==> config.mk <==
export PLATFORM = sky130hd
export DESIGN_NAME = lfn_lane
export DESIGN_NICKNAME = d
export VERILOG_FILES = /design/src/rtl/vfat_long_name_assembler_macros.svh /design/src/rtl/lfn_pkg.sv /design/src/rtl/lfn_lane.sv
export SDC_FILE = /design/constraint.sdc
export NUM_CORES = 1
export LEC_CHECK = 0
export BUFFER_PORTS_ARGS = -buffer_cell sky130_fd_sc_hd__buf_2
export CORE_AREA = 3 3 40 42
export DETAILED_ROUTE_END_ITERATION = 10
export DIE_AREA = 0 0 43 45
export SLEW_MARGIN = 10
export SYNTH_ARGS = -nofsm -noshare
export SYNTH_HDL_FRONTEND = slang
export SYNTH_SLANG_ARGS = --single-unit
==> constraint.sdc <==
create_clock -name vclk -period 1.05
set_input_delay 0.2625 -clock vclk [all_inputs]
set_output_delay 0.2625 -clock vclk [all_outputs]
set_load 0.01 [all_outputs]
==> src/rtl/vfat_long_name_assembler_macros.svh <==
// assertion macros shared by the long name assembler rtl
// depends on clk and rst_n being visible where the macros are used
`ifndef VFAT_LONG_NAME_ASSEMBLER_MACROS_SVH
`define VFAT_LONG_NAME_ASSEMBLER_MACROS_SVH

// same-cycle implication
`define LFN_ASSERT_NOW(lbl, ante, cons) \
  lbl: assert property (@(posedge clk) disable iff (!rst_n) (ante) |-> (cons)) \
    else $error("lfn assertion failed");

// next-cycle implication
`define LFN_ASSERT_NEXT(lbl, ante, cons) \
  lbl: assert property (@(posedge clk) disable iff (!rst_n) (ante) |=> (cons)) \
    else $error("lfn assertion failed");

`endif

==> src/rtl/lfn_pkg.sv <==
// shared types, constants and helpers for the long name assembler
// no dependencies
package lfn_pkg;

  localparam int unsigned LANES    = 13;
  localparam int unsigned UNIT_W   = 16;
  localparam int unsigned ROW_BITS = LANES * UNIT_W;

  localparam logic [7:0] BYTE_END     = 8'h00;
  localparam logic [7:0] BYTE_DELETED = 8'hE5;
  localparam logic [3:0] ATTR_LFN     = 4'hF;
  localparam logic [4:0] ORDER_MAX    = 5'd20;

  // byte offsets of the 13 name units inside a long-name piece
  localparam int unsigned LANE_OFF [LANES] = '{1, 3, 5, 7, 9, 14, 16, 18, 20, 22, 24, 28, 30};

  typedef struct packed {
    logic              keep;
    logic [UNIT_W-1:0] unit;
  } lane_res_t;

  // one step of the short name rotate-add checksum
  function automatic logic [7:0] rot_add(input logic [7:0] s, input logic [7:0] b);
    rot_add = {s[0], s[7:1]} + b;
  endfunction

endpackage

==> src/rtl/lfn_lane.sv <==
// one unit lane: drops filler units and clamped positions from a piece
// depends on lfn_pkg
module lfn_lane #(
  parameter int unsigned NAME_UNITS = 260,
  parameter int unsigned LANE       = 0
) (
  input  logic [15:0]        unit_i,
  input  logic [8:0]         row_base_i,
  output lfn_pkg::lane_res_t res_o
);
  import lfn_pkg::*;

  localparam logic [8:0] LIMIT = 9'(NAME_UNITS - 1);
  localparam logic [8:0] OFS   = 9'(LANE);

  logic [8:0] idx;

  assign idx        = row_base_i + OFS;
  assign res_o.unit = unit_i;
  assign res_o.keep = (unit_i != 16'h0000) && (unit_i != 16'hFFFF) && (idx < LIMIT);

endmodule

==> After elaboration in Yosys (flattened, before gate mapping) <==
Cells that the tools add are included.
{ "classes": {"add_sub_neg": 0, "n_mul": 0, "div": 0, "order_cmp": 1, "eq_ne": 1, "shifts": 0, "muxes": 0, "bitwise": 0, "reduce_logical": 3} }
{ "op_table": {"columns": ["operator", "count"], "rows": [
  ["$ne 16x16->1 const B", 1],
  ["$reduce_bool 16->1", 1],
  ["$lt 9x9->1 const B", 1],
  ["$logic_and 1x1->1", 2]
]} }
{ "word_totals": {"reg_bits": 0, "latchBits": 0, "ramBits": 0, "mem_bits_ro": 0, "inputBits": 25, "output_inout_bits": 17, "elab_cells": 5, "n_memories": 0} }

==> Logic depth before layout (Yosys ltp) <==
{ "logic_depth": {"word_depth": 3, "ltp_mapped": 3, "mapped_depth_nobuf": 3} }

==> Worst setup path after synthesis <==
Ideal clock, no wire load.
{ "synth_timing": {"kind": "input-to-output", "startpoint": "input port row_base_i[6]", "endpoint": "output port res_o[16] (netlist name)", "arrival_time_ps": 869, "required_ps": 787, "setup_slack_ps": -81, "cell_stages": 3, "path_buffers": 0, "cell_sequence": "nor4_2 > nand2_1 > a211oi_2"} }
{ "synth_lines": {"columns": ["element", "line", "rtl"], "rows": [
  ["start, declared", "lfn_lane.sv:8", "input logic [8:0] row_base_i,"],
  ["end, declared", "lfn_lane.sv:9", "output lfn_pkg::lane_res_t res_o"]
]} }

==> impl_summary.log <==
INFO  metric hold_violations = 0
INFO  metric die_w = 43 um
INFO  metric ys_warn_count = 0
INFO  metric netlist_instances = 30
INFO  metric num-nets-final = 84
INFO  metric antenna_left = 0
INFO  metric final.setup.tns = -0.2552 ns
INFO  metric drt_iter0_drc = 1
INFO  metric setup.worst_path.end_class = output port
INFO  metric ratio_of_total_power_to_cell_area = ~370 nW/um2
INFO  metric drc_errors = 0
INFO  metric failed_checks = negative setup slack
INFO  metric wl = 797 um
INFO  metric cp_slowest_cell = sky130_fd_sc_hd__nor4_4
INFO  metric crit_path_cell_trace = buf_8, nor4_4, and4_1, a211oi_2, buf_2
INFO  metric critPathMaxFanout = 3
INFO  metric floorplan.rows = 13
INFO  metric overall_track_demand_over_capacity_in_global_routing = roughly 7.8%
INFO  metric drive_above_1_share = between 80% and 90%
INFO  metric detailedPlace.worstSlack = -0.3211 ns
INFO  metric post-cts-setup-buffer-count = 0
INFO  metric route.vias.total = approximately 320
INFO  metric setup_ws = -0.2552 ns
INFO  metric report.final.slew_viol_count = 0
INFO  metric path_class = in2out
INFO  metric fillerInstances = 140
INFO  metric max_slew.worst_pin.slew = roughly 0.23 ns
INFO  metric worstPathRequired = between 0.7 and 0.8 ns
INFO  metric cell_internal_pwr = approximately 0.00009 W
INFO  metric seq_cell_count = 0
INFO  metric power_leakage = ~0.21 nW
INFO  metric comb_power_share = 100.0%
INFO  metric fmaxAchievable = 0.7661 GHz
INFO  metric seq_cell_area = 0 um2
INFO  metric gpl.final_weighted_congestion = around 0.66
INFO  metric max-cap-violations = 0
INFO  metric synth_nets = 55
INFO  metric crit_start = unit_i[0]
INFO  metric antenna_found_initial = 0
INFO  metric holdPathStages = 2
INFO  metric rsz0062_at_grt = yes
INFO  metric max_slew_margin = 84.43%
INFO  metric top_level_ports = 42
INFO  metric grt_pass1_wl = around 1.2 mm
INFO  metric vdd_ir_drop_max = 0.08502 mV
INFO  metric post_synth.cell_area_avg = approximately 7.5 um2
INFO  metric hold_class = in2out
INFO  metric start_util = between 10% and 20%
INFO  metric ys_types = 7
INFO  metric clock_power_share = 0%
INFO  metric period_minus_slack = 1.305 ns
INFO  metric netlist_area = about 230 um2
INFO  metric net-switching-power = 0.00007714 W
INFO  metric power.total = 0.0001670 W
INFO  metric grt_max_degree = 4
INFO  metric first_global_vias = 279
INFO  metric drt_pass1_iterations = 3
INFO  metric die_height = between 40 and 50 um
INFO  metric worst_hold_startpoint = unit_i[2]
INFO  metric total_die_area = between 1500 and 2000 um2
INFO  metric layout_worst_path_cycle_share = 124.3%
INFO  metric outcome = finished with violations
INFO  metric power_switching_share = 46.20%
INFO  metric grt_remaining_overflow = 0
INFO  metric routed_wire_length_per_instance = 11.07 um
INFO  metric largest_stage_delay_on_the_critical_path = 0.27 ns
INFO  metric layout.clock_buffers = 0
INFO  metric synthToLayoutAreaGrowth = 99.45%
INFO  metric fp.coreArea = roughly 1300 um2
INFO  metric place.port_buffers = 42
INFO  metric synth-seq-area-share = 0%
INFO  metric antennaDiodeCount = 0
INFO  metric critical_path_data_arrival_time = about 1.0 ns
INFO  metric seq_power_share = 0%
INFO  metric routed_via_density = ~4.4
INFO  metric postLayoutCoreUtil = 35.15%
INFO  metric worst_setup_path_start_kind = input pin
INFO  metric finalSetupViolCount = 1
==> kinds of logic after synthesis <==
kind of cell           Yosys count  share of synthesized area (%)
AO/OA/AOI/OAI                    2                          11.05
buffers and inverters           16                          53.04
AND/OR/NAND/NOR                 12                          35.91
==> final timing paths <==
check	end	slack, ns
worst max-delay path	res_o[16]	-0.26
worst min-delay path	res_o[2]	0.72
==> synth_stat cells <==
library cell,number,share of area [%]
sky130_fd_sc_hd__nand2_1,1,1.7
sky130_fd_sc_hd__and4_1,1,3.9
sky130_fd_sc_hd__a211oi_2,2,11
sky130_fd_sc_hd__nand4_1,4,11
sky130_fd_sc_hd__nor4_2,1,5.5
sky130_fd_sc_hd__nor4_1,5,14
sky130_fd_sc_hd__buf_4,16,53
==> worst max-delay path: cells and delay by family <==
kind / cells / cell delay [ns]
buffers and inverters: 2 / 0.25
AND/OR/NAND/NOR: 2 / 0.49
AO/OA/AOI/OAI: 1 / 0.03
==> layout by cell type (no fill, tap or decap) <==
master                      n
sky130_fd_sc_hd__buf_2     35
sky130_fd_sc_hd__buf_6      5
sky130_fd_sc_hd__nand4_1    4
sky130_fd_sc_hd__nor4_4     3
sky130_fd_sc_hd__nor4_2     3
sky130_fd_sc_hd__a211oi_2   2
sky130_fd_sc_hd__buf_8      2
sky130_fd_sc_hd__nand2_1    1
sky130_fd_sc_hd__and4_1     1
sky130_fd_sc_hd__buf_4      1
==> what timing repair did <==
action,CTS,global route
endpoints found under the setup margin,1,1
hold buffers,0,0
pin swaps,4,3
gates resized for setup,13,4
==> final cells by class <==
cell class	instances	area, um2	share of cell area (%)
Multi-Input combinational cell	14	163.9	36.29
Timing Repair Buffer	43	269.0	59.56
Tap cell	15	18.77	4.155
==> stage by stage <==
step / cells / cell area (um2) / hold WS, ns
after floorplan: 30 / 235.2 / 0.5902
after global placement: 72 / 351.6 / 0.7383
after detailed placement: 72 / 351.6 / 0.7377
after CTS: 72 / 435.4 / 0.7188
after global routing: 72 / 451.7 / 0.7286
final: 72 / 451.7 / 0.7174
==> power groups by stage <==
stage          logic (W)  clock network [W]  registers [W]
2_1_floorplan  0.0000758                  0              0
3_3_place_gp    0.000131                  0              0
3_5_place_dp    0.000132                  0              0
4_1_cts         0.000163                  0              0
5_1_grt         0.000181                  0              0
6_report        0.000167                  0              0
==> metal layers <==
metal / wire length, um / up-vias / global-route usage (%)
met5: 0 / - / 0
met4: 0 / 0 / 0
met3: 84 / 0 / 0.7968
met2: 480 / 20 / 17.37
met1: 233 / 140 / 8.095
li1: - / 155 / -
No activity file was read; power rests on OpenSTA's default activity.
