[src/rtl/vfat_long_name_assembler_macros.svh]
// assertion macros shared by the long name assembler rtl
// depends on clk and rst_n being visible where the macros are used
`ifndef VFAT_LONG_NAME_ASSEMBLER_MACROS_SVH
`define VFAT_LONG_NAME_ASSEMBLER_MACROS_SVH

// same-cycle implication
`define LFN_ASSERT_NOW(lbl, ante, cons) \
  lbl: assert property (@(posedge clk) disable iff (!rst_n) (ante) |-> (cons)) \
    else $error("lfn assertion failed");

// next-cycle implication
`define LFN_ASSERT_NEXT(lbl, ante, cons) \
  lbl: assert property (@(posedge clk) disable iff (!rst_n) (ante) |=> (cons)) \
    else $error("lfn assertion failed");

`endif

[src/rtl/lfn_pkg.sv]
// shared types, constants and helpers for the long name assembler
// no dependencies
package lfn_pkg;

  localparam int unsigned LANES    = 13;
  localparam int unsigned UNIT_W   = 16;
  localparam int unsigned ROW_BITS = LANES * UNIT_W;

  localparam logic [7:0] BYTE_END     = 8'h00;
  localparam logic [7:0] BYTE_DELETED = 8'hE5;
  localparam logic [3:0] ATTR_LFN     = 4'hF;
  localparam logic [4:0] ORDER_MAX    = 5'd20;

  // byte offsets of the 13 name units inside a long-name piece
  localparam int unsigned LANE_OFF [LANES] = '{1, 3, 5, 7, 9, 14, 16, 18, 20, 22, 24, 28, 30};

  typedef struct packed {
    logic              keep;
    logic [UNIT_W-1:0] unit;
  } lane_res_t;

  // one step of the short name rotate-add checksum
  function automatic logic [7:0] rot_add(input logic [7:0] s, input logic [7:0] b);
    rot_add = {s[0], s[7:1]} + b;
  endfunction

endpackage

[src/rtl/lfn_merge.sv]
// merges the lane results into one stored row of 13 units
// depends on lfn_pkg
module lfn_merge (
  input  logic [lfn_pkg::ROW_BITS-1:0] old_row_i,
  input  logic                         old_valid_i,
  input  lfn_pkg::lane_res_t           lanes_i [lfn_pkg::LANES],
  output logic [lfn_pkg::ROW_BITS-1:0] row_o
);
  import lfn_pkg::*;

  always_comb begin
    for (int i = 0; i < LANES; i++) begin
      if (lanes_i[i].keep) begin
        row_o[i*UNIT_W +: UNIT_W] = lanes_i[i].unit;
      end else if (old_valid_i) begin
        row_o[i*UNIT_W +: UNIT_W] = old_row_i[i*UNIT_W +: UNIT_W];
      end else begin
        row_o[i*UNIT_W +: UNIT_W] = '0;
      end
    end
  end

endmodule

[config.mk]
export PLATFORM = sky130hd
export DESIGN_NAME = lfn_merge
export DESIGN_NICKNAME = d
export VERILOG_FILES = /design/src/rtl/vfat_long_name_assembler_macros.svh /design/src/rtl/lfn_pkg.sv /design/src/rtl/lfn_merge.sv
export SDC_FILE = /design/constraint.sdc
export NUM_CORES = 1
export LEC_CHECK = 0
export BUFFER_PORTS_ARGS = -buffer_cell sky130_fd_sc_hd__buf_2
export CORE_AREA = 2 2 248 250
export DETAILED_ROUTE_END_ITERATION = 8
export DIE_AREA = 0 0 250 252
export GPL_TIMING_DRIVEN = 0
export PLACE_DENSITY = 0.3
export SYNTH_ARGS = -nofsm -noshare
export SYNTH_HDL_FRONTEND = slang
export SYNTH_SLANG_ARGS = --single-unit
[constraint.sdc]
create_clock -name vclk -period 1.7
set_input_delay 0.51 -clock vclk [all_inputs]
set_output_delay 0.51 -clock vclk [all_outputs]
set_load 0.1 [all_outputs]
[Word-level counts from Yosys, hierarchy flattened]
Index checks and enable logic that the tools add are counted.
Storage, ports and cells
  bits in registers: 0
  input port bits: 430
  output and inout port bits: 208
  word-level logic and storage cells: 26
Cells by class
  multiplexer cells: 26
Operator list (number)
  $mux 16: 26

[Longest topological paths before layout]
Gate-level depths: netlist of run 1.
  depth in word-level cells: 2
  gate-level depth with buffers: 4
  mapped depth without buffers: 2

[Least setup slack after synthesis of run 1]
OpenSTA, ideal clock, no wires.
  path type: input to output
  start point: input port lanes_i[135] (netlist bit)
  end point: output port row_o[94] (netlist bit)
  arrival time: 2.996 ns
  required time: 1.190 ns
  slack: -1.806 ns
  stages on the path: 3
  path buffers: 2
  cell sequence: buf_2 -> clkbuf_1 -> o21ai_0
Between the ends
  longest elaborated chain between the ends: 1
RTL lines
  start: declaration: RTL line lfn_merge.sv:6  | input lfn_pkg::lane_res_t lanes_i [lfn_pkg::LANES],
  $mux 16: RTL line lfn_merge.sv:13  | if (lanes_i[i].keep) begin
  end: declaration: RTL line lfn_merge.sv:7  | output logic [lfn_pkg::ROW_BITS-1:0] row_o
Every way passes these cells.

[Worst setup path after layout of run 1]
  start point: input port old_valid_i
  end point: output port row_o[43] (netlist bit)
Between the ends
  longest elaborated chain between the ends: 2
RTL lines
  start: declaration: RTL line lfn_merge.sv:5  | input logic old_valid_i,
  $mux 16: RTL line lfn_merge.sv:15  | end else if (old_valid_i) begin
  $mux 16: RTL line lfn_merge.sv:13
Every way passes these cells.

==> results of run 1 <==
## how the worst min path moves through the flow
stage	to	slack (ns)	cells after the start
global placement	row_o[94]	1.51	4
CTS	row_o[164]	1.38	3
global route	row_o[129]	1.39	3
finish	row_o[129]	1.38	3
detailed placement	row_o[94]	1.50	4
floorplan	row_o[110]	1.27	2
## power groups by stage
stage / clock [mW] / combinational (mW) / sequential (mW)
finish: 0.000000237 / 6.81 / 0
global route: 0.000000236 / 6.98 / 0
CTS: 0 / 6.74 / 0
detailed placement: 0 / 5.03 / 0
global placement: 0 / 5.03 / 0
floorplan: 0 / 3.91 / 0
## stage by stage
step	hold WS, ns	worst slack (ns)	total power [mW]	TNS [ns]	instances
after floorplan	1.27	-0.516	3.91	-32.21	290
after global placement	1.51	-0.974	5.03	-154.82	1697
after detailed placement	1.50	-0.999	5.03	-157.22	1697
after CTS	1.38	-0.403	6.74	-54.98	1746
after global routing	1.39	-0.392	6.98	-57.92	1765
final	1.38	-0.375	6.81	-53.10	1765
## worst max-delay path, stage by stage
cell	delay (ns)
buf_16	0.11
buf_12	0.13
and2b_4	0.22
clkbuf_16	0.18
a22o_4	0.23
buf_12	0.16
## metal layers
metal | vias to the layer above | GRT usage, % | wire [um]
met1 | 2672 | 8.87 | 10700
met4 | 0 | 1.85 | 742
met2 | 400 | 19.1 | 17900
li1 | 2631 | - | -
met3 | 29 | 2.00 | 2370
met5 | - | 0 | 0
## cells by family (layout without fill, tap and decap cells)
family	Yosys count	count (layout)	synth area share [%]
AOI/OAI and AO/OA	208	208	80.8
other	0	3	0
buffers and inverters	41	731	9.31
and+or+nand+nor	41	41	9.89
## cells in the final DEF (no fill, tap or decap)
cell type and instances:
o21ai_2 1, o21ai_4 13, clkbuf_16 9, nand2_1 12
nor2b_4 1, buf_2 416, nand2_4 12, clkbuf_2 1
buf_12 238, clkbuf_4 1, buf_4 11, clkbuf_8 5
nand2_8 1, a22o_2 3, nand2_2 3, a22o_4 191
buf_16 8, buf_8 15, and2b_4 12, buf_6 27
diode_2 3
## area by class of cell
| class | instances | area, um2 | share of cell area, % |
|---|---|---|---|
| Antenna cell | 3 | 7.51 | 0.0581 |
| Timing Repair Buffer | 692 | 7280 | 56.3 |
| Buffer | 39 | 709 | 5.49 |
| Multi-Input combinational cell | 249 | 3950 | 30.6 |
| Tap cell | 782 | 978 | 7.57 |
## cell usage after synthesis
cell	instances	share of area, %
nor2b_2	1	0.40
and2b_4	5	2.3
buf_4	6	2.1
a22o_1	194	78
buf_1	1	0.17
buf_2	22	5.0
nand2_1	28	4.8
and2b_1	7	2.4
o21ai_0	14	3.2
clkbuf_1	12	2.1
## repair_timing
item	4_1_cts	5_1_grt
gates cloned	11	6
endpoints found under the setup margin	208	208
buffers inserted	39	21
resized for setup	900	49
hold buffers	0	0
pin swaps	23	35
==> flow_metrics.env, run 1 <==
export IMPL_io_pins=638
export IMPL_drc=0
export IMPL_seqPwrFrac_pct=0
export IMPL_dpl_instance_area_mm2=0.00845
export IMPL_slew_viol_final=0
export IMPL_p_leak_nw=6.10
export IMPL_vias_per_cell=3.25
export IMPL_fmax_mhz=482
export IMPL_clock_buffers=0
export IMPL_nets=1412
export IMPL_power_frac_comb_pct=100.0
export IMPL_p_per_area_mw_per_mm2=527
export IMPL_yosysWarnings=0
export IMPL_endpoint="row_o[43]"
export IMPL_seq_area_um2=0
export IMPL_min_from="old_row_i[129]"
export IMPL_worst_slew_pin_slew_ns=0.307
export IMPL_violations="negative setup slack"
export IMPL_maxCapViolations=0
export IMPL_synthesis_area_mm2=0.00219
export IMPL_p_sw_mw=4.01
export IMPL_grt_antenna_before_repair=3
export IMPL_path_class="in2out"
export IMPL_drtIter0Drc=132
export IMPL_area_growth_pct=490
export IMPL_routed_wl_um=31800
export IMPL_syn_area_per_cell_um2=7.55
export IMPL_cp_startpoint="old_valid_i"
export IMPL_crit_path_end_kind="output pin"
export IMPL_synth_distinct_cells=10
export IMPL_vdd_ir_drop_max_v=0.000220
export IMPL_rsz0062_at_grt="yes"
export IMPL_initial_utilization_pct=3.64
export IMPL_dr_total_vias=5732
export IMPL_arrival_ns=1.56
export IMPL_wire_per_inst_um=18.0
export IMPL_grt_pass1_vias=6634
export IMPL_period_minus_slack_ns=2.07
export IMPL_die_w_um=250
export IMPL_required_ns=1.19
export IMPL_utilization_pct=21.5
export IMPL_layout_drive_gt1_share_pct=98.8
export IMPL_outcome="finished with violations"
export IMPL_synth_nets=720
export IMPL_grt_overflow_total=0
export IMPL_routabilityCongestion=0.747
export IMPL_setup_viol=208
export IMPL_report_final_hold_viol_count=0
export IMPL_p_int_mw=2.80
export IMPL_grt_pass1_wl_um=42900
export IMPL_dr_pass1_iters=4
export IMPL_worstPathMaxFanout=7
export IMPL_ys_seq_area_share_pct=0
export IMPL_placementRows=90
export IMPL_grt_max_degree=11
export IMPL_startpoint_type="primary input"
export IMPL_min_period_over_period_pct=122
export IMPL_slew_headroom_pct=79.6
export IMPL_pwr_share_clk_pct=0
export IMPL_die_y_um=252
export IMPL_nFlopsAndLatches=0
export IMPL_syn_inst=290
export IMPL_switching_share_pct=58.9
export IMPL_core_mm2=0.0601
export IMPL_stdcell_area_mm2=0.0129
export IMPL_hold_class="in2out"
export IMPL_antenna_left=0
export IMPL_fillers=6391
export IMPL_grt_use_total_pct=9.08
export IMPL_dieArea_mm2=0.0630
export IMPL_dp_hpwl_um=25700
export IMPL_portBuffers=625
export IMPL_setup_slack_ns=-0.375
(Power assumes the default switching activity.)
==> run 2, diff against run 1 <==
==> constraint.sdc (replaced) <==
create_clock -name vclk -period 1.7
set_input_delay 0.17 -clock vclk [all_inputs]
set_output_delay 0.17 -clock vclk [all_outputs]
set_load 0.1 [all_outputs]
==> run 2 against run 1 <==
  * Critical path depth down 1
  * The run now ends clean
  * Largest power group unchanged
  * Largest cell class unchanged
  * Cell count down 3.6%
  * First-iteration DRC count up 58%
  * Sequential share of layout area unchanged
==> flow_metrics.env, run 2 (synthesis results as in run 1) <==
export IMPL_vdd_ir_drop_max_v=0.000224
export IMPL_grt_pass1_wl_um=37100
export IMPL_grt_overflow_total=0
export IMPL_grt_antenna_before_repair=9
export IMPL_die_y_um=252
export IMPL_multi_input_area_mm2=0.00212
export IMPL_min_period_over_period_pct=96.8
export IMPL_grt_pass1_vias=5551
export IMPL_slew_viol_final=0
export IMPL_timing_critical_path_mode_cell="buf_4"
export IMPL_worstPathMaxFanout=10
export IMPL_routabilityCongestion=0.868
export IMPL_clock_buffers=0
export IMPL_dr_pass1_iters=4
export IMPL_cp_slowest_cell="and2b_1"
export IMPL_antenna_left=0
export IMPL_rsz0062_at_grt="no"
export IMPL_wl_met1_um=10600
export IMPL_routed_wl_um=28700
export IMPL_drc=0
export IMPL_dieArea_mm2=0.0630
export IMPL_arrival_ns=1.48
export IMPL_area_growth_pct=214
export IMPL_p_per_area_mw_per_mm2=671
export IMPL_required_ns=1.53
export IMPL_maxCapViolations=0
export IMPL_drtIter0Drc=209
export IMPL_critPathTopFamily="buffers and inverters"
export IMPL_grt_max_degree=11
export IMPL_nets=1347
export IMPL_met3_length_um=2350
export IMPL_crit_path_end_kind="output pin"
export IMPL_dp_cells=1697
export IMPL_initial_utilization_pct=3.64
export IMPL_final_common_cell="buf_2"
export IMPL_fmax_mhz=608
export IMPL_post_cts_buffers=0
export IMPL_wire_per_inst_um=16.8
export IMPL_dr_total_vias=5423
export IMPL_io_pins=638
export IMPL_cp_startpoint="lanes_i[67]"
export IMPL_setup_viol=0
export IMPL_fillers=7013
export IMPL_worst_path_buf_inv=3
export IMPL_outcome="finished clean"
export IMPL_p_leak_nw=3.71
export IMPL_vias_per_cell=3.19
export IMPL_startpoint_type="primary input"
export IMPL_wl_met2_um=14600
export IMPL_die_w_um=250
export IMPL_placementRows=90
export IMPL_nFlopsAndLatches=0
export IMPL_seq_area_um2=0
export IMPL_core_mm2=0.0601
export IMPL_layout_common_cells="501 x buf_2, 124 x a22o_1, 105 x buf_4"
export IMPL_worst_slew_pin_slew_ns=0.581
export IMPL_period_minus_slack_ns=1.65
export IMPL_path_class="in2out"
export IMPL_setup_slack_ns=0.0547
export IMPL_grt_use_total_pct=8.08
export IMPL_min_from="lanes_i[184]"
export IMPL_path_cells="buf_2 -> and2b_1 -> buf_4 -> a22o_2 -> buf_4"
export IMPL_dp_slack_ns=-0.739
export IMPL_dp_hpwl_um=25800
export IMPL_layout_drive_gt1_share_pct=81.5
export IMPL_report_final_hold_viol_count=0
export IMPL_hold_class="in2out"
export IMPL_slew_headroom_pct=61.2
export IMPL_finalNonFillerCells=1702
export IMPL_portBuffers=625
export IMPL_highest_signal_layer="met5"
export IMPL_utilization_pct=11.4
export IMPL_finalPower_mw=4.61
export IMPL_tns_ns=0
export IMPL_max_stage_delay_ns=0.37
## run 2: cell count changes in the layout (fill, tap and decap cells not counted), moves of 13 or more
cell / previous run / this run
o21ai_4: 13 / 0
a22o_1: 0 / 124
clkbuf_4: 1 / 36
a22o_4: 191 / 0
buf_2: 416 / 501
a22o_2: 3 / 70
buf_12: 238 / 1
buf_6: 27 / 8
buf_4: 11 / 105
nand2_1: 12 / 28
buf_8: 15 / 2
## run 2: worst paths after layout
check	endpoint	slack, ns	cells past startpoint
max	row_o[148]	0.05	5
min	row_o[46]	0.76	4
## run 2: area by class of cell
type	instances	area share, %
Antenna cell	5	0.182
Buffer	41	3.44
Multi-Input combinational cell	249	30.8
Tap cell	782	14.2
Timing Repair Buffer	625	51.3
## run 2: layer usage
metal  global-route usage [%]  vias up
met5                        0        -
met2                     15.4      436
li1                         -     2494
met3                     1.76       46
met4                     3.23        6
met1                     8.58     2441
## run 2: timing repair
item,in CTS,in global routing
hold buffers,0,0
endpoints found under the setup margin,171,44
hold endpoints to repair,0,0
resized for setup,126,42
## run 2: power breakdown
group          leakage (nW)  internal (mW)   total [mW]  switching (mW)
Sequential                0              0            0               0
Combinational          3.71           1.08         4.61            3.52
Clock             0.0000302    0.000000285  0.000000285               0
## run 2: metrics by stage
| step | hold slack (ns) | instance area, um2 |
|---|---|---|
| 3_3_place_gp | 0.821 | 6430 |
| 2_1_floorplan | 0.690 | 2320 |
| 6_report | 0.757 | 6870 |
| 3_5_place_dp | 0.817 | 6430 |
| 5_1_grt | 0.766 | 6870 |
| 4_1_cts | 0.761 | 6760 |
==> run 3, diff against run 2 <==
--- a/config.mk
+++ b/config.mk
@@ -6,9 +6,9 @@
 export NUM_CORES = 1
 export LEC_CHECK = 0
 export BUFFER_PORTS_ARGS = -buffer_cell sky130_fd_sc_hd__buf_2
-export CORE_AREA = 2 2 248 250
+export CORE_AREA = 8 8 240 242
 export DETAILED_ROUTE_END_ITERATION = 8
-export DIE_AREA = 0 0 250 252
+export DIE_AREA = 0 0 248 250
 export GPL_TIMING_DRIVEN = 0
 export PLACE_DENSITY = 0.3
 export SYNTH_ARGS = -nofsm -noshare
==> run 3 against run 2 <==
  * Flip-flop and latch count stayed put
  * First-iteration DRC count shrank 15%
  * Clock-buffer cell count stayed put
  * Worst setup slack better by 0.015 ns
  * Utilization rose by 1.4 points
  * Routed wire length is 4.6% higher
  * Sequential share of layout area unchanged
  * Die area shrank 1.6%
  * Maximum frequency rose by 0.90%
==> flow_metrics.env, run 3 (synthesis results as in run 1) <==
export IMPL_path_class="in2out"
export IMPL_arrival_ns=1.46
export IMPL_grt_antenna_before_repair=10
export IMPL_stdcell_area_mm2=0.00685
export IMPL_dpl_instance_area_mm2=0.00632
export IMPL_slew_headroom_pct=55.9
export IMPL_whs_ns=0.766
export IMPL_dp_hpwl_um=27400
export IMPL_dp_slack_ns=-0.864
export IMPL_drc=0
export IMPL_outcome="finished clean"
export IMPL_nFlopsAndLatches=0
export IMPL_initial_utilization_pct=4.09
export IMPL_grt_max_degree=11
export IMPL_max_stage_delay_ns=0.53
export IMPL_crit_path_end_kind="output pin"
export IMPL_cts_hold_buf=0
export IMPL_report_final_hold_viol_count=0
export IMPL_worst_slew_pin_slew_ns=0.661
export IMPL_worstPathMaxFanout=10
export IMPL_nets=1348
export IMPL_period_minus_slack_ns=1.63
export IMPL_fmax_mhz=613
export IMPL_grt_pass1_vias=5950
export IMPL_cp_slowest_cell="clkbuf_1"
export IMPL_core_mm2=0.0535
export IMPL_area_growth_pct=213
export IMPL_die_y_um=250
export IMPL_clock_buffers=0
export IMPL_grt_pass1_wl_um=39400
export IMPL_io_pins=638
export IMPL_wire_per_inst_um=18.6
export IMPL_startpoint_type="primary input"
export IMPL_layout_drive_gt1_share_pct=82.4
export IMPL_setup_slack_ns=0.0695
export IMPL_seq_area_um2=0
export IMPL_setup_viol=0
export IMPL_maxCapViolations=0
export IMPL_hold_class="in2out"
export IMPL_routed_wl_um=30000
export IMPL_antenna_left=0
export IMPL_die_w_um=248
export IMPL_final_common_cell="buf_2"
export IMPL_portBuffers=625
export IMPL_dr_pass1_iters=6
export IMPL_dr_total_vias=5320
export IMPL_dieArea_mm2=0.0620
export IMPL_grt_overflow_total=0
export IMPL_grt_use_total_pct=8.47
export IMPL_path_cells="buf_2 -> clkbuf_1 -> nand2_1 -> o21ai_4 -> buf_8"
export IMPL_slew_viol_final=0
export IMPL_drtIter0Drc=177
export IMPL_rsz0062_at_grt="no"
export IMPL_min_period_over_period_pct=95.9
export IMPL_required_ns=1.53
export IMPL_vias_per_cell=3.30
export IMPL_routabilityCongestion=0.787
export IMPL_placementRows=85
export IMPL_layout_common_cells="510 x buf_2, 120 x a22o_1, 89 x buf_4"
-- run 3: path summary, 6_finish.rpt --
kind / startpoint / endpoint / slack (ns) / depth (start not counted)
hold / removal: old_row_i[3] / row_o[3] / 0.77 / 3
setup / recovery: lanes_i[203] / row_o[30] / 0.07 / 5
-- run 3: layout make-up --
type               instances  area, um2
fillers                 6262      46600
repair buffers           626       3580
multi-input cells        249       2150
well taps                696        871
plain buffers             41        239
diodes                     2       5.00
-- run 3: what timing repair did --
item	4_1_cts	5_1_grt
endpoints found under the setup margin	175	56
setup buffers	1	0
resized for setup	129	59
-- run 3: layer usage --
metal,share of wire (%),up-vias,track usage [%],wire [um]
li1,-,2496,-,-
met1,35,2381,8.59,10600
met2,52,403,16.9,15600
met3,11,32,2.63,3190
met4,1.6,8,1.15,489
met5,0.17,-,0,50
-- run 3: through the flow --
| step | instances | TNS [ns] | util, % |
|---|---|---|---|
| after floorplan | 290 | -0.729 | - |
| after global placement | 1611 | -49.32 | 11.8 |
| after detailed placement | 1611 | -52.58 | 11.8 |
| after CTS | 1612 | 0 | 12.5 |
| after global routing | 1612 | 0 | 12.8 |
| final | 1614 | 0 | 12.8 |
-- run 3: worst max-delay path, delay by kind of cell --
kind	cells	cell delay, ns
buffers and inverters	3	0.94
AND/OR/NAND/NOR	1	0.20
AO/OA/AOI/OAI	1	0.14
