==> src/rtl/vfat_long_name_assembler_macros.svh <==
// assertion macros shared by the long name assembler rtl
// depends on clk and rst_n being visible where the macros are used
`ifndef VFAT_LONG_NAME_ASSEMBLER_MACROS_SVH
`define VFAT_LONG_NAME_ASSEMBLER_MACROS_SVH

// same-cycle implication
`define LFN_ASSERT_NOW(lbl, ante, cons) \
  lbl: assert property (@(posedge clk) disable iff (!rst_n) (ante) |-> (cons)) \
    else $error("lfn assertion failed");

// next-cycle implication
`define LFN_ASSERT_NEXT(lbl, ante, cons) \
  lbl: assert property (@(posedge clk) disable iff (!rst_n) (ante) |=> (cons)) \
    else $error("lfn assertion failed");

`endif

==> src/rtl/lfn_pkg.sv <==
// shared types, constants and helpers for the long name assembler
// no dependencies
package lfn_pkg;

  localparam int unsigned LANES    = 13;
  localparam int unsigned UNIT_W   = 16;
  localparam int unsigned ROW_BITS = LANES * UNIT_W;

  localparam logic [7:0] BYTE_END     = 8'h00;
  localparam logic [7:0] BYTE_DELETED = 8'hE5;
  localparam logic [3:0] ATTR_LFN     = 4'hF;
  localparam logic [4:0] ORDER_MAX    = 5'd20;

  // byte offsets of the 13 name units inside a long-name piece
  localparam int unsigned LANE_OFF [LANES] = '{1, 3, 5, 7, 9, 14, 16, 18, 20, 22, 24, 28, 30};

  typedef struct packed {
    logic              keep;
    logic [UNIT_W-1:0] unit;
  } lane_res_t;

  // one step of the short name rotate-add checksum
  function automatic logic [7:0] rot_add(input logic [7:0] s, input logic [7:0] b);
    rot_add = {s[0], s[7:1]} + b;
  endfunction

endpackage

==> src/rtl/lfn_utf8.sv <==
// utf-8 encoder for one utf-16 unit, surrogates not paired
// no dependencies beyond lfn_pkg widths
module lfn_utf8 (
  input  logic [lfn_pkg::UNIT_W-1:0] unit_i,
  output logic [23:0]                bytes_o,
  output logic [1:0]                 len_o
);
  import lfn_pkg::*;

  always_comb begin
    if (unit_i < 16'h0080) begin
      bytes_o = {16'h0000, unit_i[7:0]};
      len_o   = 2'd1;
    end else if (unit_i < 16'h0800) begin
      bytes_o = {8'h00, 2'b10, unit_i[5:0], 3'b110, unit_i[10:6]};
      len_o   = 2'd2;
    end else begin
      bytes_o = {2'b10, unit_i[5:0], 2'b10, unit_i[11:6], 4'hE, unit_i[15:12]};
      len_o   = 2'd3;
    end
  end

endmodule

==> config.mk <==
export PLATFORM = sky130hd
export DESIGN_NAME = lfn_utf8
export DESIGN_NICKNAME = d
export VERILOG_FILES = /design/src/rtl/vfat_long_name_assembler_macros.svh /design/src/rtl/lfn_pkg.sv /design/src/rtl/lfn_utf8.sv
export SDC_FILE = /design/constraint.sdc
export NUM_CORES = 1
export LEC_CHECK = 0
export BUFFER_PORTS_ARGS = -buffer_cell sky130_fd_sc_hd__buf_2
export CAP_MARGIN = 40
export CORE_AREA = 2 2 39 41
export DETAILED_ROUTE_END_ITERATION = 8
export DIE_AREA = 0 0 41 43
export GPL_TIMING_DRIVEN = 1
export PLACE_DENSITY = 0.7
export SKIP_LAST_GASP = 1
export SLEW_MARGIN = 20
export SYNTH_ARGS = -nofsm -noshare
export SYNTH_HDL_FRONTEND = slang
export SYNTH_SLANG_ARGS = --single-unit
==> constraint.sdc <==
create_clock -name vclk -period 3.84
set_input_delay 0.768 -clock vclk [all_inputs]
set_output_delay 0.768 -clock vclk [all_outputs]
set_load 0.1 [all_outputs]
# Word-level counts from Yosys, hierarchy flattened
# Cells that the tools add are included.
[word_totals] ff_bits=0 input_bits=16 output_inout_bits=26 elab_cells=6
[op_classes] magnitude_cmp=2 n_mux=4
[ops] cell="24-bit two-way mux" count=2
[ops] cell="16-bit by 12-bit less-than comparator with 1-bit output, second input constant" count=1
[ops] cell="16-bit by 8-bit less-than comparator with 1-bit output, second input constant" count=1
[ops] cell="2-bit two-way mux" count=1
[ops] cell="1-bit two-way mux" count=1

# Depth between registers and ports, before layout
# Gate-level depths: netlist (run 1).
[logic_depth] ltp_word=3 ltp_mapped=5 depth_no_buf=4

# Least setup slack after synthesis (run 1)
# Ideal clock, no wire load.
[synth_path] kind="input-to-output" start="input unit_i[13] in the netlist's numbering" end="output bytes_o[2]" arrival_ns=3.762 t_required_ns=3.072 path_slack_ns=-0.690 path_stages=3 n_path_buf=0 cell_sequence="nor4_2 a21oi_1 a311oi_1"
[synth_between] elab_chain_cells=3 elab_cells_between_ends=4
[synth_rtl] item="start: declaration" line="lfn_utf8.sv:4" text="input logic [lfn_pkg::UNIT_W-1:0] unit_i,"
[synth_rtl] item="16-bit by 12-bit less-than comparator with 1-bit output" line="lfn_utf8.sv:14" text="end else if (unit_i < 16'h0800) begin"
[synth_rtl] item="24-bit two-way mux" line="lfn_utf8.sv:14"
[synth_rtl] item="24-bit two-way mux *" line="lfn_utf8.sv:11" text="if (unit_i < 16'h0080) begin"
[synth_rtl] item="end: declaration" line="lfn_utf8.sv:5" text="output logic [23:0] bytes_o,"
# Every way passes the cells marked *; elsewhere a longest branch is shown, timed or not.

# Worst setup path after layout (run 1)
# Ends and elaborated chain as after synthesis.

==> results of run 1 <==
-- worst max path at each step --
stage / slack [ps] / endpoint / start / cells after the start
floorplan: 40 / bytes_o[0] / unit_i[13] / 3
global route: 540 / bytes_o[2] / unit_i[13] / 5
detailed placement: 700 / bytes_o[2] / unit_i[13] / 5
finish: 670 / bytes_o[2] / unit_i[13] / 5
global placement: 690 / bytes_o[2] / unit_i[13] / 5
CTS: 690 / bytes_o[2] / unit_i[13] / 5
-- metal layers --
metal,GRT usage,share of wire,wire length [um]
met1,0.212,0.44,528
met2,0.228,0.48,572
met3,0,0.083,99
met4,0,0,0
met5,0,0,0
-- layout make-up --
type | instances | area share
Multi-Input combinational cell | 49 | 0.581
Timing Repair Buffer | 40 | 0.351
Tap cell | 16 | 0.0351
Inverter | 5 | 0.0329
-- cells by family (layout without fill, tap and decap cells) --
family                 Yosys count  count (layout)  synth area share
other                            1               2           0.00992
buffers and inverters           10              45             0.149
and+or+nand+nor                 28              28             0.480
AOI/OAI and AO/OA               19              19             0.361
-- through the flow --
step	std cells	util	worst slack [ps]
2_1_floorplan	59	-	39.1
3_3_place_gp	110	0.412	692
3_5_place_dp	110	0.412	699
4_1_cts	110	0.412	694
5_1_grt	110	0.412	544
6_report	110	0.412	671
-- synthesized netlist by cell type, drive strengths merged --
master / number / area [sq um]
o21ai: 10 / 68.8
nand2: 9 / 33.8
and2: 6 / 48.8
inv: 5 / 18.8
buf: 4 / 33.8
a2bb2oi: 3 / 26.3
nand3: 3 / 20.0
nor2: 3 / 18.8
o211ai: 3 / 22.5
a21oi: 2 / 10.0
nor3: 2 / 10.0
nor4: 2 / 25.0
or4: 2 / 18.8
a311oi: 1 / 8.76
clkbuf: 1 / 3.75
conb: 1 / 3.75
or2: 1 / 6.26
-- power groups by stage --
stage	Sequential, mW	Combinational [mW]	Clock, mW
6_report	0	0.137	0
4_1_cts	0	0.137	0
3_5_place_dp	0	0.137	0
5_1_grt	0	0.143	0
2_1_floorplan	0	0.113	0
3_3_place_gp	0	0.136	0
==> key figures, run 1 <==
Run status
  – Outcome: completed

STA
  – Slew Limit Fails: 0
  – Fin. Hold Viols: 0
  – Tmin final: between 3000 and 4000 ps
  – WHS: about 2000 ps
  – Setup violators final: 0
  – Worst Tran Pin Value: 668 ps
  – Unrepaired setup endpoints after global routing: false
  – Max transition margin: 0.551
  – FMAX: 316 MHz
  – Setup_tns: 0 ps
  – Final Cycle Share: 0.825

Routing
  – Vias per inst: between 4 and 5
  – DR DRC count: 0
  – Routed Antenna Nets: 0
  – Via count: roughly 540
  – Initial drt markers: 5
  – Avg WL per Cell: approximately 11 um
  – Post-Route WL: approximately 1200 um
  – 1st-pass router iterations: 3

Cells and area
  – Commonest non-fill, non-tap cell in the layout: buf_2
  – Most frequent cells in the layout: 40 x buf_2, 9 x nand2_1, 5 x o21ai_0, 5 x o21ai_2, 4 x inv_1
  – Net count, final: 112
  – P&R area growth vs syn: 51.0%
  – Ant diodes: 0
  – Area of the multi-input gates: 332 sq um
  – Clock Buffer Count: 0
  – Fin area: roughly 570 sq um
  – Fill cells: roughly 160
  – Seq_cells: 0
  – Layout cells sized above 1: 0.617
  – Register area: 0 sq um

Power and ir drop
  – Seq pwr share: 0
  – Overall power: 137 uW
  – Net Sw Frac: 0.826
  – Pwr/cell area: about 240 nW/um^2
  – Switching power: about 110 uW
  – Leakage power total: approximately 0.27 nW
  – Maximum VDD drop: between 0.08 and 0.09 mV
  – Pint: 23.8 uW
  – Combinational fraction of design power: 1.000
  – Clock Power Share: 0

Worst setup path
  – CP bufs+invs: 2
  – Worst Setup End Kind: output pin
  – Arrival time worst endpoint: 2400 ps
  – Startpoint types: input port
  – Most frequent cell on the critical path: buf_2
  – Crit Path Max Fanout: 7
  – Crit-path cells: buf_2 -> nor4_2 -> a21oi_1 -> a311oi_2 -> buf_2
  – Slowest stage delay, CP: just over 600 ps
  – Critical Path RT: about 3100 ps
  – Slowest-stage cell, CP: nor4_2
  – Delay-heaviest family, CP: simple AND/OR/NAND/NOR gates
  – Crit Path Category: input port to output pin

Worst hold path
  – Hold path depth: 4
  – Hold Path Origin: unit_i[2]
  – Worst Hold Class: input port to output pin
  – Hold path endpoint: bytes_o[10]

Global routing
  – Overflow after GRT: 0
  – First-pass GRT wire length: roughly 1900 um
  – All-Layer GR Usage: 0.140
  – Initial antenna violation count: 0
  – Vias in the first global route: roughly 460
  – Largest net degree at the start of global routing: 14

Die
  – Initial core utilization: 0.273
  – Die area: ~1800 sq um
  – Boundary Pins: 42
  – Row count: 14
  – DIE HEIGHT: 43 um
  – Core ar.: 1380 sq um
  – Die Wd: around 41 um

Placement
  – Placer Congestion: about 0.88
  – # port buffers: 40
  – DP Area: 571 sq um
  – Post-DP HPWL: around 990 um

Synth
  – Syn_area_per_cell: roughly 6.5 sq um
  – Cell Area, Synth: 378 sq um
  – Yosys warns: 0
  – Post-synthesis cell count: 58
  – Synth unique cells: 24
  – Sequential area share after synthesis: 0

CTS
  – Post-CTS resize count: 0
  – Hold buffers post-CTS: 0
  – Post-CTS setup buffer count: 0

Run
  – Max-Cap Viols: 0
Note: power is estimated with default switching activity, not from simulation.
==> run 2, diff against run 1 <==
--- a/config.mk
+++ b/config.mk
@@ -5,6 +5,7 @@
 export SDC_FILE = /design/constraint.sdc
 export NUM_CORES = 1
 export LEC_CHECK = 0
+export ABC_AREA = 1
 export BUFFER_PORTS_ARGS = -buffer_cell sky130_fd_sc_hd__buf_2
 export CAP_MARGIN = 40
 export CORE_AREA = 2 2 39 41
==> constraint.sdc (replaced) <==
create_clock -name vclk -period 3.23
set_input_delay 0.646 -clock vclk [all_inputs]
set_output_delay 0.646 -clock vclk [all_outputs]
set_load 0.1 [all_outputs]
==> run 2 against run 1 <==
  * Utilization unchanged
  * Routed wire length down 9.2%
  * Critical path depth up 2
  * Largest power group unchanged
==> key figures, run 2 <==
Power and ir drop
  – Net Sw Frac: 0.850 (was 0.826)
  – Clock Power Share: 0 (about the same)
  – Switching power: 131 uW (was 113 uW)
  – Maximum VDD drop: 0.116 mV (was 0.0809 mV)
  – Combinational fraction of design power: 1.000 (about the same)
  – Pint: 23.2 uW (was 23.8 uW)
  – Seq pwr share: 0 (about the same)
  – Leakage power total: 0.341 nW (was 0.275 nW)
  – Overall power: 155 uW (was 137 uW)
  – Pwr/cell area: 271 nW/um^2 (was 239 nW/um^2)

Global routing
  – All-Layer GR Usage: 0.112 (was 0.140)
  – Largest net degree at the start of global routing: 20 (was 14)
  – First-pass GRT wire length: 1490 um (was 1860 um)
  – Overflow after GRT: 0 (unchanged)
  – Initial antenna violation count: 0 (unchanged)
  – Vias in the first global route: 385 (was 457)

STA
  – Tmin final: ~2600 ps
  – Unrepaired setup endpoints after global routing: false (unchanged)
  – Setup violators final: 0 (unchanged)
  – Final Cycle Share: 0.791
  – Slew Limit Fails: 0 (unchanged)
  – FMAX: between 300 and 400 MHz
  – Fin. Hold Viols: 0 (unchanged)
  – WHS: 1770 ps (was 2030 ps)
  – Post-route setup slack: 676 ps (was 671 ps)

Die
  – Die area: 1760 sq um (unchanged)
  – Row count: 14 (unchanged)
  – Die Wd: 41 um (unchanged)
  – Initial core utilization: 0.275 (was 0.273)
  – Boundary Pins: 42 (unchanged)
  – Core ar.: 1380 sq um (unchanged)
  – DIE HEIGHT: 43 um (unchanged)

Routing
  – Vias per inst: 4.33 (was 4.90)
  – Post-Route WL: 1090 um (was 1200 um)
  – Avg WL per Cell: 9.01 um (was 10.9 um)
  – Initial drt markers: 3 (was 5)
  – DR DRC count: 0 (unchanged)
  – 1st-pass router iterations: 2 (was 3)
  – Routed Antenna Nets: 0 (unchanged)
  – Via count: 524 (was 539)

Worst setup path
  – Crit Path Category: input port to output pin (unchanged)
  – Critical Path RT: 2580 ps (was 3070 ps)
  – WP depth: 7 (was 5)
  – Delay-heaviest family, CP: simple AND/OR/NAND/NOR gates (unchanged)
  – Slowest-stage cell, CP: buf_2 (was nor4_2)
  – Slowest stage delay, CP: 410 ps (was 620 ps)
  – CP startpoint: unit_i[14] (was unit_i[13])
  – Arrival time worst endpoint: 1910 ps (was 2400 ps)
  – Worst Setup End Kind: output pin (unchanged)
  – Crit Path Max Fanout: 8 (was 7)
  – Startpoint types: input port (unchanged)
  – Crit-path cells: buf_2 -> nor2_4 -> nand3_4 -> nor2_4 -> nand2_1 -> nand2_1 -> buf_2 (was buf_2 -> nor4_2 -> a21oi_1 -> a311oi_2 -> buf_2)
  – CP bufs+invs: 2 (unchanged)

Run status
  – Outcome: completed (unchanged)

Cells and area
  – Seq_cells: 0 (unchanged)
  – Register area: 0 sq um (unchanged)
  – Clock Buffer Count: 0 (unchanged)
  – Layout cells sized above 1: 0.467 (was 0.617)
  – P&R area growth vs syn: 50.0% (was 51.0%)
  – Most frequent cells in the layout: 40 x buf_2, 26 x nand2_1, 13 x inv_1, 6 x nand3_1, 5 x o21ai_0 (was 40 x buf_2, 9 x nand2_1, 5 x o21ai_0, 5 x o21ai_2, 4 x inv_1)
  – Net count, final: 123 (was 112)
  – Commonest non-fill, non-tap cell in the layout: buf_2 (unchanged)
  – Fin area: 571 sq um (unchanged)
  – Ant diodes: 0 (unchanged)

Synth
  – Post-synthesis cell count: 68 (was 58)
  – Synth cell count leaders: 26 x nand2_1, 13 x inv_1, 6 x nand3_1, 5 x o21ai_0 (was 9 x nand2_1, 5 x o21ai_0, 5 x o21ai_2, 4 x inv_1)
  – Sequential area share after synthesis: 0 (unchanged)
  – Top-count cell post-synth: nand2_1 (unchanged)
  – Top cell type's share of synthesized area: 0.257 (was 0.116)
  – Yosys warns: 0 (unchanged)
  – Cell Area, Synth: 380 sq um (was 378 sq um)
  – Leading area contributor after synthesis: nand2_1 (was o21ai_2)
  – Syn_area_per_cell: 5.59 sq um (was 6.51 sq um)
  – Synth top area cells: nand2_1 26%, inv_1 13%, nor2_4 8.9% (was o21ai_2 12%, nand2_1 8.9%, a2bb2oi_1 7.0%)
  – Synth unique cells: 16 (was 24)

Worst hold path
  – Hold Path Origin: unit_i[5] (was unit_i[2])
  – Hold path depth: 4 (unchanged)
  – Worst Hold Class: input port to output pin (unchanged)

Placement
  – DP Worst Slack: 671 ps (was 699 ps)
  – DP Area: 571 sq um (unchanged)
  – Placer Congestion: 0.688 (was 0.878)
  – # port buffers: 40 (unchanged)
  – Post-DP HPWL: 940 um (was 985 um)

CTS
  – Post-CTS resize count: 0 (unchanged)
  – Post-CTS setup buffer count: 0 (unchanged)
  – Hold buffers post-CTS: 0 (unchanged)

Run
  – Max-Cap Viols: 0 (unchanged)
## run 2: changes by cell type after synthesis, sizes merged, moves of 3 or more
cell     before  now
and2          6    0
nand2         9   27
inv           5   13
o21ai        10    5
nand3         3    7
o211ai        3    0
a2bb2oi       3    0
## run 2: cell families (layout without fill, tap and decap cells)
| logic type | Yosys count | in the layout | share of synthesized area |
|---|---|---|---|
| other cells | 1 | 2 | 0.00986 |
| buf+inv | 17 | 53 | 0.227 |
| simple gates | 41 | 41 | 0.635 |
| compound gates | 9 | 9 | 0.128 |
## run 2: through the flow
stage	TNS, ps	utilization	cells
5_1_grt	0	0.412	121
4_1_cts	0	0.412	121
3_3_place_gp	0	0.412	121
2_1_floorplan	-2290	-	69
6_report	0	0.412	121
3_5_place_dp	0	0.412	121
## run 2: worst paths after layout
kind     endpoint
max    bytes_o[3]
min   bytes_o[21]
## run 2: layout make-up
type	count	area [sq um]
multi-input cells	52	302
fillers	164	813
repair buffers	40	200
well taps	16	20.0
inverters	13	48.8
## run 2: worst min-delay path, cell delays in order
cell and delay, ps:
buf_2 110, nand2_1 60, inv_1 30, buf_2 280
## run 2: power by group through the flow
| stage | Combinational, mW | Clock, mW | Sequential, mW |
|---|---|---|---|
| after floorplan | 0.128 | 0 | 0 |
| after global placement | 0.155 | 0 | 0 |
| after detailed placement | 0.155 | 0 | 0 |
| after CTS | 0.155 | 0 | 0 |
| after global routing | 0.161 | 0 | 0 |
| final | 0.155 | 0 | 0 |
## run 2: metal layers
| metal | global-route usage | vias to the layer above | wire (um) |
|---|---|---|---|
| met5 | 0 | - | 0 |
| met4 | 0 | 0 | 0 |
| met3 | 0 | 0 | 118 |
| met2 | 0.194 | 26 | 501 |
| met1 | 0.158 | 218 | 471 |
| li1 | - | 280 | - |
==> run 3, diff against run 2 <==
==> constraint.sdc (replaced) <==
create_clock -name vclk -period 2.6
set_input_delay 0.52 -clock vclk [all_inputs]
set_output_delay 0.52 -clock vclk [all_outputs]
set_load 0.1 [all_outputs]
==> run 3 against run 2 <==
  * Non-clock buffer count rose by 1
  * Design area rose by 20%
  * Power rose by 40%
  * Critical endpoint is now bytes_o[4]
  * Global-route usage rose by 1.7 points
  * Largest cell class unchanged
==> key figures, run 3 (synthesized netlist as in run 2, its figures left out) <==
Run status
  – Outcome: completed (unchanged)

STA
  – FMAX: between 400 and 500 MHz
  – Unrepaired setup endpoints after global routing: false (unchanged)
  – Slew Limit Fails: 0 (unchanged)
  – Fin. Hold Viols: 0 (unchanged)
  – Setup violators final: 0 (unchanged)
  – Tmin final: ~2300 ps
  – Final Cycle Share: 0.878

CTS
  – Post-CTS resize count: 0 (unchanged)
  – Post-CTS setup buffer count: 0 (unchanged)
  – Hold buffers post-CTS: 0 (unchanged)

Routing
  – Initial drt markers: 4 (was 3)
  – Via count: 532 (was 524)
  – Routed Antenna Nets: 0 (unchanged)
  – 1st-pass router iterations: 2 (unchanged)
  – Vias per inst: 4.36 (was 4.33)
  – DR DRC count: 0 (unchanged)
  – Post-Route WL: 1130 um (was 1090 um)
  – Avg WL per Cell: 9.28 um (was 9.01 um)

Placement
  – # port buffers: 40 (unchanged)
  – Placer Congestion: 0.768 (was 0.688)
  – Post-DP HPWL: 989 um (was 940 um)

Worst hold path
  – Hold Path Origin: unit_i[5] (unchanged)
  – Worst Hold Class: input port to output pin (unchanged)

Die
  – DIE HEIGHT: 43 um (unchanged)
  – Boundary Pins: 42 (unchanged)
  – Initial core utilization: 0.275 (unchanged)
  – Die area: 1760 sq um (unchanged)
  – Die Wd: 41 um (unchanged)
  – Core ar.: 1380 sq um (unchanged)
  – Row count: 14 (unchanged)

Worst setup path
  – Crit Path Category: input port to output pin (unchanged)
  – Startpoint types: input port (unchanged)
  – CP startpoint: unit_i[14] (unchanged)
  – Arrival time worst endpoint: 1760 ps (was 1910 ps)
  – Critical Path RT: 2080 ps (was 2580 ps)
  – Worst Setup End Kind: output pin (unchanged)
  – Crit Path Max Fanout: 8 (unchanged)

Power and ir drop
  – Net Sw Frac: 0.778 (was 0.850)
  – Maximum VDD drop: 0.164 mV (was 0.116 mV)
  – Switching power: 169 uW (was 131 uW)
  – Seq pwr share: 0 (about the same)
  – Pwr/cell area: 316 nW/um^2 (was 271 nW/um^2)
  – Leakage power total: 0.387 nW (was 0.341 nW)
  – Clock Power Share: 0 (about the same)
  – Pint: 48.1 uW (was 23.2 uW)
  – Combinational fraction of design power: 1.000 (about the same)
  – Overall power: 217 uW (was 155 uW)

Global routing
  – Vias in the first global route: 437 (was 385)
  – Initial antenna violation count: 0 (unchanged)
  – All-Layer GR Usage: 0.129 (was 0.112)
  – First-pass GRT wire length: 1750 um (was 1490 um)
  – Overflow after GRT: 0 (unchanged)
  – Largest net degree at the start of global routing: 15 (was 20)

Cells and area
  – Finished Core Util: 0.495 (was 0.412)
  – Net count, final: 124 (was 123)
  – Ant diodes: 0 (unchanged)
  – Register area: 0 sq um (unchanged)
  – Most frequent cells in the layout: 34 x buf_2, 25 x nand2_1, 13 x inv_1, 6 x nand3_1, 6 x buf_12 (was 40 x buf_2, 26 x nand2_1, 13 x inv_1, 6 x nand3_1, 5 x o21ai_0)
  – Seq_cells: 0 (unchanged)
  – Commonest non-fill, non-tap cell in the layout: buf_2 (unchanged)
  – Clock Buffer Count: 0 (unchanged)
  – Layout cells sized above 1: 0.519 (was 0.467)
  – P&R area growth vs syn: 80.3% (was 50.0%)

Run
  – Max-Cap Viols: 0 (unchanged)
run 3: cell types whose count changed in the layout (fill, tap and decap cells not counted):
cell,change
buf_2,-6
o21ai_0,-5
nand2_2,+1
o21ai_2,+4
buf_4,+1
nand2_1,-1
o21ai_1,+1
buf_12,+6
run 3: area by class of cell:
class | count | area [sq um]
multi-input cells | 52 | 319
repair buffers | 41 | 298
well taps | 16 | 20.0
fillers | 156 | 698
inverters | 13 | 48.8
run 3: critical path, cell delays in order:
cell and delay, ps:
buf_2 120, nor2_4 180, nand3_4 150, nor2_4 230, nand2_1 90, nand2_1 60
buf_2 410
run 3: path summary, 6_finish.rpt:
path	end	slack, ps	cells after the start
min	bytes_o[13]	1450	4
max	bytes_o[4]	320	7
run 3: power by group through the flow:
stage	combinational, mW	clock (mW)	sequential, mW
2_1_floorplan	0.162	0	0
4_1_cts	0.218	0	0
6_report	0.217	0	0
3_5_place_dp	0.218	0	0
3_3_place_gp	0.217	0	0
5_1_grt	0.225	0	0
run 3: per-stage QoR:
| stage | worst slack, ps | TNS (ps) | hold WS [ps] | instance area, sq um | cells |
|---|---|---|---|---|---|
| 6_report | 317 | 0 | 1450 | 686 | 122 |
| 5_1_grt | 200 | 0 | 1480 | 686 | 122 |
| 4_1_cts | 316 | 0 | 1460 | 686 | 122 |
| 3_5_place_dp | 318 | 0 | 1450 | 686 | 122 |
| 3_3_place_gp | 354 | 0 | 1460 | 686 | 122 |
| 2_1_floorplan | -87.5 | -87.5 | 1340 | 405 | 69 |
run 3: metal layers:
metal  global-route usage  wire [um]  part of all wire  vias to the layer above
met3              0.00524        118              0.10                        0
met4                    0          0                 0                        0
met2                0.209        525              0.46                       26
li1                     -          -                 -                      281
met1                0.193        489              0.43                      225
met5                    0          0                 0                        -
